`config.mk`:
```
export PLATFORM = sky130hd
export DESIGN_NAME = framed_byte_fifo
export DESIGN_NICKNAME = d
export VERILOG_FILES = /design/src/hdl/fbf_pkg.sv /design/src/hdl/fbf_front.sv /design/src/hdl/fbf_back.sv /design/src/hdl/framed_byte_fifo.sv
export VERILOG_INCLUDE_DIRS = /design/src /design/src/hdl
export SDC_FILE = /design/constraint.sdc
export NUM_CORES = 2
export LEC_CHECK = 0
export ABC_AREA = 1
export BUFFER_PORTS_ARGS = -buffer_cell sky130_fd_sc_hd__buf_2
export CAP_MARGIN = 0
export CORE_AREA = 2 2 571 573
export DETAILED_ROUTE_END_ITERATION = 10
export DIE_AREA = 0 0 573 575
export PLACE_DENSITY = 0.48
export RECOVER_POWER = 50
export REMOVE_ABC_BUFFERS = 1
export SKIP_CTS_REPAIR_TIMING = 1
export SLEW_MARGIN = 0
export SYNTH_ARGS = -nofsm -noshare
export SYNTH_HDL_FRONTEND = slang
export SYNTH_SLANG_ARGS = --single-unit
```
`constraint.sdc`:
```
create_clock -name clk -period 4.3 [get_ports clk]
set_input_delay 0.86 -clock clk [delete_from_list [all_inputs] [get_ports clk]]
set_output_delay 0.86 -clock clk [all_outputs]
set_load 0.01 [all_outputs]
```
`src/hdl/framed_byte_fifo_assert.svh`:
```
// ----------------------------------------------------------------------------
// framed_byte_fifo assertion macros
// shorthand for clocked implications, disabled while reset is high
// ----------------------------------------------------------------------------
`ifndef FRAMED_BYTE_FIFO_ASSERT_SVH
`define FRAMED_BYTE_FIFO_ASSERT_SVH

// same-cycle implication
`define FBF_ASSERT_NOW(label, ante, cons) \
  label: assert property (@(posedge clk) disable iff (rst) (ante) |-> (cons)) \
    else $error("framed_byte_fifo: same-cycle check failed");

// next-cycle implication
`define FBF_ASSERT_NEXT(label, ante, cons) \
  label: assert property (@(posedge clk) disable iff (rst) (ante) |=> (cons)) \
    else $error("framed_byte_fifo: next-cycle check failed");

`endif

```
`src/hdl/fbf_pkg.sv`:
```
`timescale 1ns / 1ps
// ----------------------------------------------------------------------------
// fbf_pkg
// types and codes shared by the framed byte fifo modules
// ----------------------------------------------------------------------------
package fbf_pkg;

  typedef logic [2:0] req_code_t;
  typedef logic [2:0] status_t;
  typedef logic [8:0] len_t;
  typedef logic [4:0] ready_t;

  // request codes on the input channel
  localparam req_code_t REQ_PUSH_DELIM = 3'd0;
  localparam req_code_t REQ_PUSH_RAW   = 3'd1;
  localparam req_code_t REQ_POP        = 3'd2;
  localparam req_code_t REQ_OPEN       = 3'd3;
  localparam req_code_t REQ_REOPEN     = 3'd4;
  localparam req_code_t REQ_CLOSE      = 3'd5;

  // status codes on the result channel
  localparam status_t ST_OK        = 3'd0;
  localparam status_t ST_FULL      = 3'd1;
  localparam status_t ST_NO_FRAME  = 3'd2;
  localparam status_t ST_EXHAUSTED = 3'd3;
  localparam status_t ST_TOO_LONG  = 3'd4;

  // register index decoded from paddr[2]
  localparam logic REG_FRAME_DELIMITER = 1'b0;

  // classified operation handed from front to back
  typedef enum logic [2:0] {
    OP_NONE,
    OP_DELIM,
    OP_PUSH,
    OP_POP,
    OP_OPEN,
    OP_REOPEN,
    OP_CLOSE
  } op_t;

  typedef struct packed {
    req_code_t   req_type;
    logic [7:0]  byte_in;
  } in_t;

  typedef struct packed {
    logic [7:0]  byte_out;
    len_t        frame_length;
    len_t        bytes_left;
    ready_t      frames_ready;
    status_t     status;
  } out_t;

  typedef struct packed {
    op_t         op;
    logic [7:0]  data;
  } cmd_t;

endpackage

```
`src/hdl/fbf_front.sv`:
```
`timescale 1ns / 1ps
// ----------------------------------------------------------------------------
// fbf_front
// accepts requests, classifies them against the delimiter, queues them
// ----------------------------------------------------------------------------
module fbf_front (
  input  logic           clk,
  input  logic           rst,
  input  logic           push,
  output logic           full,
  input  fbf_pkg::in_t   request,
  input  logic [7:0]     frame_delimiter,
  output logic           cmd_valid,
  output fbf_pkg::cmd_t  cmd,
  input  logic           take
);

  fbf_pkg::cmd_t  cmd_in;
  fbf_pkg::cmd_t  queue [2];
  logic           wr_ptr;
  logic           rd_ptr;
  logic [1:0]     count;
  logic           accept;

  always_comb begin
    cmd_in.data = request.byte_in;
    case (request.req_type)
      fbf_pkg::REQ_PUSH_DELIM: begin
        cmd_in.op = (request.byte_in == frame_delimiter) ? fbf_pkg::OP_DELIM
                                                         : fbf_pkg::OP_PUSH;
      end
      fbf_pkg::REQ_PUSH_RAW: cmd_in.op = fbf_pkg::OP_PUSH;
      fbf_pkg::REQ_POP:      cmd_in.op = fbf_pkg::OP_POP;
      fbf_pkg::REQ_OPEN:     cmd_in.op = fbf_pkg::OP_OPEN;
      fbf_pkg::REQ_REOPEN:   cmd_in.op = fbf_pkg::OP_REOPEN;
      fbf_pkg::REQ_CLOSE:    cmd_in.op = fbf_pkg::OP_CLOSE;
      default:               cmd_in.op = fbf_pkg::OP_NONE;
    endcase
  end

  assign full      = (count == 2'd2);
  assign accept    = push && !full;
  assign cmd_valid = (count != 2'd0);
  assign cmd       = queue[rd_ptr];

  always_ff @(posedge clk) begin
    if (rst) begin
      wr_ptr <= 1'b0;
      rd_ptr <= 1'b0;
      count  <= 2'd0;
    end else begin
      if (accept) begin
        wr_ptr <= ~wr_ptr;
      end
      if (take) begin
        rd_ptr <= ~rd_ptr;
      end
      count <= count + {1'b0, accept} - {1'b0, take};
    end
  end

  always_ff @(posedge clk) begin
    if (accept) begin
      queue[wr_ptr] <= cmd_in;
    end
  end

endmodule

```
`src/hdl/fbf_back.sv`:
```
`timescale 1ns / 1ps
// ----------------------------------------------------------------------------
// fbf_back
// executes queued requests on the byte and length stores, builds results
// ----------------------------------------------------------------------------
module fbf_back #(
  parameter int BYTE_DEPTH  = 256,
  parameter int FRAME_DEPTH = 16
) (
  input  logic           clk,
  input  logic           rst,
  input  logic           cmd_valid,
  input  fbf_pkg::cmd_t  cmd,
  output logic           take,
  output logic           empty,
  input  logic           pop,
  output fbf_pkg::out_t  result
);

  localparam int PTR_W  = $clog2(BYTE_DEPTH);
  localparam int CNT_W  = $clog2(BYTE_DEPTH + 1);
  localparam int LPTR_W = $clog2(FRAME_DEPTH);
  localparam int FCNT_W = $clog2(FRAME_DEPTH + 1);

  // stores
  logic [7:0]        byte_mem [BYTE_DEPTH];
  logic [CNT_W-1:0]  len_mem  [FRAME_DEPTH];
  logic [7:0]        byte_rd;
  logic [CNT_W-1:0]  len_rd;

  // pointer and count state
  logic [PTR_W-1:0]  byte_write_ptr, byte_write_ptr_next;
  logic [PTR_W-1:0]  byte_read_ptr, byte_read_ptr_next;
  logic [PTR_W-1:0]  saved_read_ptr, saved_read_ptr_next;
  logic [CNT_W-1:0]  write_frame_bytes, write_frame_bytes_next;
  logic [CNT_W-1:0]  read_frame_left, read_frame_left_next;
  logic [CNT_W-1:0]  saved_frame_left, saved_frame_left_next;
  logic [LPTR_W-1:0] length_write_ptr, length_write_ptr_next;
  logic [LPTR_W-1:0] length_read_ptr, length_read_ptr_next;
  logic [FCNT_W-1:0] frame_total, frame_total_next;
  logic [CNT_W-1:0]  held_bytes, held_bytes_next;
  logic [CNT_W-1:0]  read_offset, read_offset_next;
  logic              open_wait, open_wait_next;

  // response stage
  logic              resp_valid;
  logic              resp_byte_sel;
  logic              resp_len_sel;
  fbf_pkg::status_t  resp_status;
  fbf_pkg::len_t     resp_left;
  fbf_pkg::ready_t   resp_ready;
  logic              resp_move;

  // output register
  logic              out_valid;
  fbf_pkg::out_t     out_data;
  fbf_pkg::out_t     resp_result;

  // issue-time controls
  logic              byte_we, byte_re, len_we, len_re;
  logic              byte_sel, len_sel;
  fbf_pkg::status_t  status;
  logic [CNT_W-1:0]  avail;
  logic [CNT_W-1:0]  skip;
  logic [CNT_W:0]    skip_sum;

  assign resp_move = resp_valid && (!out_valid || pop);
  assign take      = cmd_valid && !open_wait && (!resp_valid || resp_move);

  assign avail    = held_bytes - read_offset;
  assign skip     = (read_frame_left < avail) ? read_frame_left : avail;
  assign skip_sum = (CNT_W+1)'(byte_read_ptr) + (CNT_W+1)'(skip);

  always_comb begin
    byte_write_ptr_next    = byte_write_ptr;
    byte_read_ptr_next     = byte_read_ptr;
    saved_read_ptr_next    = saved_read_ptr;
    write_frame_bytes_next = write_frame_bytes;
    read_frame_left_next   = read_frame_left;
    saved_frame_left_next  = saved_frame_left;
    length_write_ptr_next  = length_write_ptr;
    length_read_ptr_next   = length_read_ptr;
    frame_total_next       = frame_total;
    held_bytes_next        = held_bytes;
    read_offset_next       = read_offset;
    open_wait_next         = 1'b0;
    byte_we  = 1'b0;
    byte_re  = 1'b0;
    len_we   = 1'b0;
    len_re   = 1'b0;
    byte_sel = 1'b0;
    len_sel  = 1'b0;
    status   = fbf_pkg::ST_OK;

    // open finishes here: the length read from the store becomes the count
    if (open_wait) begin
      read_frame_left_next  = len_rd;
      saved_frame_left_next = len_rd;
    end

    if (take) begin
      case (cmd.op)
        fbf_pkg::OP_DELIM: begin
          if (frame_total >= FCNT_W'(FRAME_DEPTH)) begin
            status = fbf_pkg::ST_FULL;
          end else begin
            len_we = 1'b1;
            length_write_ptr_next = (length_write_ptr == LPTR_W'(FRAME_DEPTH - 1))
                                    ? '0 : length_write_ptr + 1'b1;
            frame_total_next       = frame_total + 1'b1;
            write_frame_bytes_next = '0;
          end
        end
        fbf_pkg::OP_PUSH: begin
          if (write_frame_bytes >= CNT_W'(BYTE_DEPTH)) begin
            status = fbf_pkg::ST_TOO_LONG;
          end else if (held_bytes >= CNT_W'(BYTE_DEPTH)) begin
            status = fbf_pkg::ST_FULL;
          end else begin
            byte_we = 1'b1;
            byte_write_ptr_next = (byte_write_ptr == PTR_W'(BYTE_DEPTH - 1))
                                  ? '0 : byte_write_ptr + 1'b1;
            write_frame_bytes_next = write_frame_bytes + 1'b1;
            held_bytes_next        = held_bytes + 1'b1;
          end
        end
        fbf_pkg::OP_POP: begin
          if (read_frame_left == '0 || read_offset >= held_bytes) begin
            status = fbf_pkg::ST_EXHAUSTED;
          end else begin
            byte_re  = 1'b1;
            byte_sel = 1'b1;
            byte_read_ptr_next = (byte_read_ptr == PTR_W'(BYTE_DEPTH - 1))
                                 ? '0 : byte_read_ptr + 1'b1;
            read_frame_left_next = read_frame_left - 1'b1;
            read_offset_next     = read_offset + 1'b1;
          end
        end
        fbf_pkg::OP_OPEN: begin
          if (frame_total == '0) begin
            status = fbf_pkg::ST_NO_FRAME;
          end else begin
            len_re  = 1'b1;
            len_sel = 1'b1;
            open_wait_next       = 1'b1;
            held_bytes_next      = held_bytes - read_offset;
            read_offset_next     = '0;
            saved_read_ptr_next  = byte_read_ptr;
            length_read_ptr_next = (length_read_ptr == LPTR_W'(FRAME_DEPTH - 1))
                                   ? '0 : length_read_ptr + 1'b1;
            frame_total_next     = frame_total - 1'b1;
          end
        end
        fbf_pkg::OP_REOPEN: begin
          byte_read_ptr_next   = saved_read_ptr;
          read_frame_left_next = saved_frame_left;
          read_offset_next     = '0;
        end
        fbf_pkg::OP_CLOSE: begin
          // skip sum stays below twice the depth, one subtract wraps it
          byte_read_ptr_next = (skip_sum >= (CNT_W+1)'(BYTE_DEPTH))
                               ? PTR_W'(skip_sum - (CNT_W+1)'(BYTE_DEPTH))
                               : PTR_W'(skip_sum);
          read_offset_next     = read_offset + skip;
          read_frame_left_next = '0;
        end
        default: begin
        end
      endcase
    end
  end

  always_ff @(posedge clk) begin
    if (rst) begin
      byte_write_ptr    <= '0;
      byte_read_ptr     <= '0;
      saved_read_ptr    <= '0;
      write_frame_bytes <= '0;
      read_frame_left   <= '0;
      saved_frame_left  <= '0;
      length_write_ptr  <= '0;
      length_read_ptr   <= '0;
      frame_total       <= '0;
      held_bytes        <= '0;
      read_offset       <= '0;
      open_wait         <= 1'b0;
    end else begin
      byte_write_ptr    <= byte_write_ptr_next;
      byte_read_ptr     <= byte_read_ptr_next;
      saved_read_ptr    <= saved_read_ptr_next;
      write_frame_bytes <= write_frame_bytes_next;
      read_frame_left   <= read_frame_left_next;
      saved_frame_left  <= saved_frame_left_next;
      length_write_ptr  <= length_write_ptr_next;
      length_read_ptr   <= length_read_ptr_next;
      frame_total       <= frame_total_next;
      held_bytes        <= held_bytes_next;
      read_offset       <= read_offset_next;
      open_wait         <= open_wait_next;
    end
  end

  always_ff @(posedge clk) begin
    if (byte_we) begin
      byte_mem[byte_write_ptr] <= cmd.data;
    end
    if (byte_re) begin
      byte_rd <= byte_mem[byte_read_ptr];
    end
  end

  always_ff @(posedge clk) begin
    if (len_we) begin
      len_mem[length_write_ptr] <= write_frame_bytes;
    end
    if (len_re) begin
      len_rd <= len_mem[length_read_ptr];
    end
  end

  // response stage: read data arrives with it
  always_ff @(posedge clk) begin
    if (rst) begin
      resp_valid <= 1'b0;
    end else if (take) begin
      resp_valid <= 1'b1;
    end else if (resp_move) begin
      resp_valid <= 1'b0;
    end
  end

  always_ff @(posedge clk) begin
    if (take) begin
      resp_byte_sel <= byte_sel;
      resp_len_sel  <= len_sel;
      resp_status   <= status;
      resp_left     <= fbf_pkg::len_t'(read_frame_left_next);
      resp_ready    <= fbf_pkg::ready_t'(frame_total_next);
    end
  end

  always_comb begin
    resp_result.byte_out     = resp_byte_sel ? byte_rd : 8'd0;
    resp_result.frame_length = resp_len_sel ? fbf_pkg::len_t'(len_rd) : '0;
    resp_result.bytes_left   = resp_len_sel ? fbf_pkg::len_t'(len_rd) : resp_left;
    resp_result.frames_ready = resp_ready;
    resp_result.status       = resp_status;
  end

  always_ff @(posedge clk) begin
    if (rst) begin
      out_valid <= 1'b0;
    end else if (resp_move) begin
      out_valid <= 1'b1;
    end else if (pop) begin
      out_valid <= 1'b0;
    end
  end

  always_ff @(posedge clk) begin
    if (resp_move) begin
      out_data <= resp_result;
    end
  end

  assign empty  = !out_valid;
  assign result = out_data;

endmodule

```
`src/hdl/framed_byte_fifo.sv`:
```
`timescale 1ns / 1ps
// ----------------------------------------------------------------------------
// framed_byte_fifo
// byte ring buffer with a ring of frame lengths, queue-style request channels
// ----------------------------------------------------------------------------
// Requests enter on push/full with request.req_type and request.byte_in; one
// result per request leaves on empty/pop, in request order.
// A request accepted into the front queue passes the response stage and the
// output register before its result shows, when the result side is free.
// The back end executes one request per cycle while the response stage is
// free; an open holds it until the registered length read sets the count.
// A two-entry queue sits between the classifying front and the executing
// back, and a response stage plus an output register follow, so requests
// keep flowing while a result waits; when pop stays low the back end fills
// its stages and full rises once the request queue is full.
// The delimiter register sits at byte address 0 of the APB port; it should
// be written only while no request is in flight.
// Reset empties both stores (their contents are not cleared), zeroes all
// pointers and counts and the delimiter, and drops all pending results.
// ----------------------------------------------------------------------------
`include "framed_byte_fifo_assert.svh"

module framed_byte_fifo #(
  parameter int BYTE_DEPTH  = 256,
  parameter int FRAME_DEPTH = 16
) (
  input  logic           clk,
  input  logic           rst,
  input  logic           push,
  output logic           full,
  input  fbf_pkg::in_t   request,
  output logic           empty,
  input  logic           pop,
  output fbf_pkg::out_t  result,
  input  logic           psel,
  input  logic           penable,
  input  logic           pwrite,
  input  logic [2:0]     paddr,
  input  logic [31:0]    pwdata,
  output logic [31:0]    prdata,
  output logic           pready
);

  logic           cfg_write;
  logic [7:0]     frame_delimiter;
  logic           cmd_valid;
  fbf_pkg::cmd_t  cmd;
  logic           take;

  assign pready    = 1'b1;
  assign cfg_write = psel && penable && pwrite && pready &&
                     (paddr[2] == fbf_pkg::REG_FRAME_DELIMITER);

  always_ff @(posedge clk) begin
    if (rst) begin
      frame_delimiter <= 8'd0;
    end else if (cfg_write) begin
      frame_delimiter <= pwdata[7:0];
    end
  end

  assign prdata = (paddr[2] == fbf_pkg::REG_FRAME_DELIMITER)
                  ? {24'd0, frame_delimiter} : 32'd0;

  fbf_front u_front (
    .clk             (clk),
    .rst             (rst),
    .push            (push),
    .full            (full),
    .request         (request),
    .frame_delimiter (frame_delimiter),
    .cmd_valid       (cmd_valid),
    .cmd             (cmd),
    .take            (take)
  );

  fbf_back #(
    .BYTE_DEPTH  (BYTE_DEPTH),
    .FRAME_DEPTH (FRAME_DEPTH)
  ) u_back (
    .clk       (clk),
    .rst       (rst),
    .cmd_valid (cmd_valid),
    .cmd       (cmd),
    .take      (take),
    .empty     (empty),
    .pop       (pop),
    .result    (result)
  );

  // an accepted request is queued for the back end on the next cycle
  `FBF_ASSERT_NEXT(a_push_reaches_queue, push && !full, cmd_valid)

  // data or a length only come with a good status
  `FBF_ASSERT_NOW(a_payload_needs_ok, !empty && (result.byte_out != 8'd0 || result.frame_length != 9'd0), result.status == fbf_pkg::ST_OK)

  // the back end never takes a request from an empty queue
  `FBF_ASSERT_NOW(a_take_needs_request, take, cmd_valid)

  // a delimiter write lands in the register
  `FBF_ASSERT_NEXT(a_delimiter_written, cfg_write, frame_delimiter == $past(pwdata[7:0]))

endmodule
```
==> run_results.csv <==
group,metric,value,unit
critical_path,arrival,5270,ps
drt,ant_nets,0,
power,pwr-share-comb,33.6,%
drt,vias,63800,
clock_tree,htreeDepth,4,
placed_design,dpl_cell_area,104000,sq um
placed_design,pre_cts_ws,-556,ps
sta,fin_crit_sh,105,%
placed_design,portBuffers,70,
final_layout,fin_area,112000,sq um
clock_tree,cts_tree,"yes",
worst_hold_path,holdPathStages,1,
critical_path,start_kind,"flop",
power,p_leak,36.7,nW
worst_hold_path,worstHoldPathType,"primary input to flop",
critical_path,worst-path-stages,32,
floorplan,initial_utilization,29.9,%
synth,ys_ff_latch,2382,
power,power.switching,27.1,mW
synth,netlist_instances,7924,
grt,grt_overflow,0,
grt,grt_first_pass_wirelength,427,mm
power,p_seq_share,38.6,%
clock_tree,cts.sinks,2382,
sta,min_period,4510,ps
placed_design,gp_congestion,0.830,
sta,tightest_slew,2970,ps
critical_path,r2r_cells,32,
clock_tree,cts_buffer_depth,4,
grt,met1_usage,23.8,%
synth,synthArstFlopShare,0,%
floorplan,std_cell_rows,209,
final_layout,num-nets-final,8219,
placed_design,dpl.hpwl,171,mm
critical_path,timing.critical_path.from,"u_back.held_bytes[0]",
sta,clock-skew-final,127,ps
status,outcome,"finished, violations left",
critical_path,worst-path-buf-inv,4,
final_layout,drive_gt1_share,10.7,%
final_layout,syn2layout_area_growth,15.3,%
grt,grt_busiest_layer,"met2",
synth,yosysWarnings,0,
final_layout,multi_input_area,23400,sq um
critical_path,timing.critical_path.to_type,"flop",
power,p_per_area,658,nW/um^2
drt,routed_via_density,5.05,
synth,post_synth_num_cell_types,68,
floorplan,die_area,329000,sq um
critical_path,path_class,"flop to flop",
synth,synth_ff_type,"edfxtp_1",
synth,synthTopCellsByArea,"edfxtp_1 71%, o21ai_0 6.4%, nor2_1 5.9%",
final_layout,fillers,31900,
sta,final-hold-violation-count,0,
sta,fmax,222,MHz
sta,fin_ws,-208,ps
synth,synth_edf_count,2284,
clock_tree,root_buffer,"clkbuf_16",
grt,grtUsageTotal,17.1,%
power,clock_power_share,27.7,%
grt,grt_pass1_vias,62100,
critical_path,slowest_stage,"fa_2",
drt,firstDrtPassIters,5,
clock_tree,clock_latency,940,ps
status,violations,"max-capacitance violations, max-slew violations, negative setup slack",
power,swShare,36.9,%
drt,drt-total-wl,292,mm
drt,drc_errors,0,
critical_path,crit_required,5060,ps
drt,drt_iter0_drc,5949,
synth,yosys.area.top_type_share,70.9,%
floorplan,die_h,575,um
critical_path,cpPeakStageDelay,400,ps
floorplan,chipWidth,573,um
critical_path,worstReg2RegStart,"u_back.held_bytes[0]",
clock_tree,cts_buffers,244,
floorplan,coreArea,323000,sq um
synth,synth.largest_area_cell,"edfxtp_1",
sta,slew_violations,843,
critical_path,crit_path_max_fanout,4,
sta,slew_headroom,-98.3,%
sta,rsz0062_at_grt,"true",
floorplan,num_io_pins,122,
final_layout,layout.area.seq,70600,sq um
run,cap_violations,10,
clock_tree,clk_pin_slew,60,ps
grt,met3_usage,2.16,%
power,internal-power,46.4,mW
grt,antenna_found_initial,8,
grt,grt_max_degree,151,
critical_path,cp_top_family,"simple AND/OR/NAND/NOR gates",
sta,setup_viol,151,
synth,ys_seq_area_share,72.9,%
synth,netlist_area,96800,sq um
synth,synth_area_per_cell,12.2,sq um
grt,met2_usage,28.0,%
drt,post_drt_wl_per_cell,23.1,um
power,peakVddDrop,0.434,mV
worst_hold_path,hold_start,"request[5]",
critical_path,path_common_cell,"nand2_1",
-- final cells by class --
cell class | instances | area share [%]
Antenna cell | 9 | 0.0202
Clock buffer | 288 | 5.63
Tap cell | 4325 | 4.85
Inverter | 200 | 0.705
Multi-Input combinational cell | 4805 | 21.0
Sequential cell | 2382 | 63.2
Timing Repair Buffer | 485 | 3.47
Clock inverter | 142 | 1.08
-- synth_stat cells (45+ instances only) --
master and count:
buf_2 78, o221ai_1 45, dfxtp_1 98, inv_1 175
o21ai_0 1235, nor2_1 1525, clkbuf_1 407, o22ai_1 518
ha_1 45, nand3_1 386, edfxtp_1 2284, nand2_1 678
a21oi_1 122
-- kinds of logic (layout without fill, tap and decap cells) --
kind of cell,Yosys count,in the layout,share of synthesized area [%]
AOI/OAI and AO/OA,2010,2010,11.6
and+or+nand+nor,2668,2668,11.2
DFF,2382,2382,72.9
muxes,23,23,0.248
xor gates and xnor gates,31,31,0.281
adders and majority gates,48,48,0.644
other,2,34,0.00776
buffers and inverters,760,1115,3.20
-- path summary, 6_finish.rpt --
path | end | slack, ps
setup / recovery | u_back.read_offset[8] | -210
hold / removal | u_front.queue[1][5] | 270
setup reg to reg | u_back.read_offset[8] | -210
hold reg to reg | u_back.result[5] | 380
-- sequential cells by signal, summed over array words and instances, names as in the netlist, 9 cells and up, named ones only --
register and flops:
u_back.byte_mem 2048, u_back.held_bytes 9, u_back.len_mem 144, u_back.len_rd 9
u_back.read_frame_left 9, u_back.read_offset 9, u_back.resp_left 9, u_back.result 34
u_back.saved_frame_left 9, u_back.write_frame_bytes 9, u_front.queue 22
-- power groups by stage --
stage,Combinational (mW),Sequential [mW],Clock [mW]
floorplan,10.1,29.5,0
global placement,24.2,28.8,0
detailed placement,24.3,28.8,0
CTS,24.4,28.3,20.8
global route,27.1,28.4,21.7
finish,24.7,28.4,20.4
-- cell usage in the layout, fill, tap and decap left out, drive strengths merged, types with 98 or more instances in the layout --
| cell type | count |
|---|---|
| nor2 | 1537 |
| nand2 | 687 |
| a21oi | 127 |
| dfxtp | 98 |
| buf | 412 |
| edfxtp | 2284 |
| clkinv | 120 |
| inv | 196 |
| clkbuf | 361 |
| nand3 | 397 |
| o21ai | 1245 |
| o22ai | 518 |
-- metrics by stage --
stage                     hold slack [ps]  instances  power (mW)  TNS, ps  util (%)
after floorplan                       400       7387        39.6  -672000         -
after global placement                413      12200        53.0    -4440      32.2
after detailed placement              409      12200        53.1    -3330      32.2
after CTS                             133      12600        73.5    -3700      34.6
after global routing                  234      12600        77.1  -101880      34.5
final                                 271      12600        73.4   -12310      34.5
-- layer usage --
| layer | up-vias | share of wire, % |
|---|---|---|
| li1 | 29300 | - |
| met2 | 1920 | 47 |
| met4 | 0 | 2.8 |
| met3 | 395 | 5.6 |
| met1 | 32200 | 45 |
| met5 | - | 0 |
Note: power is estimated with default switching activity, not from simulation.
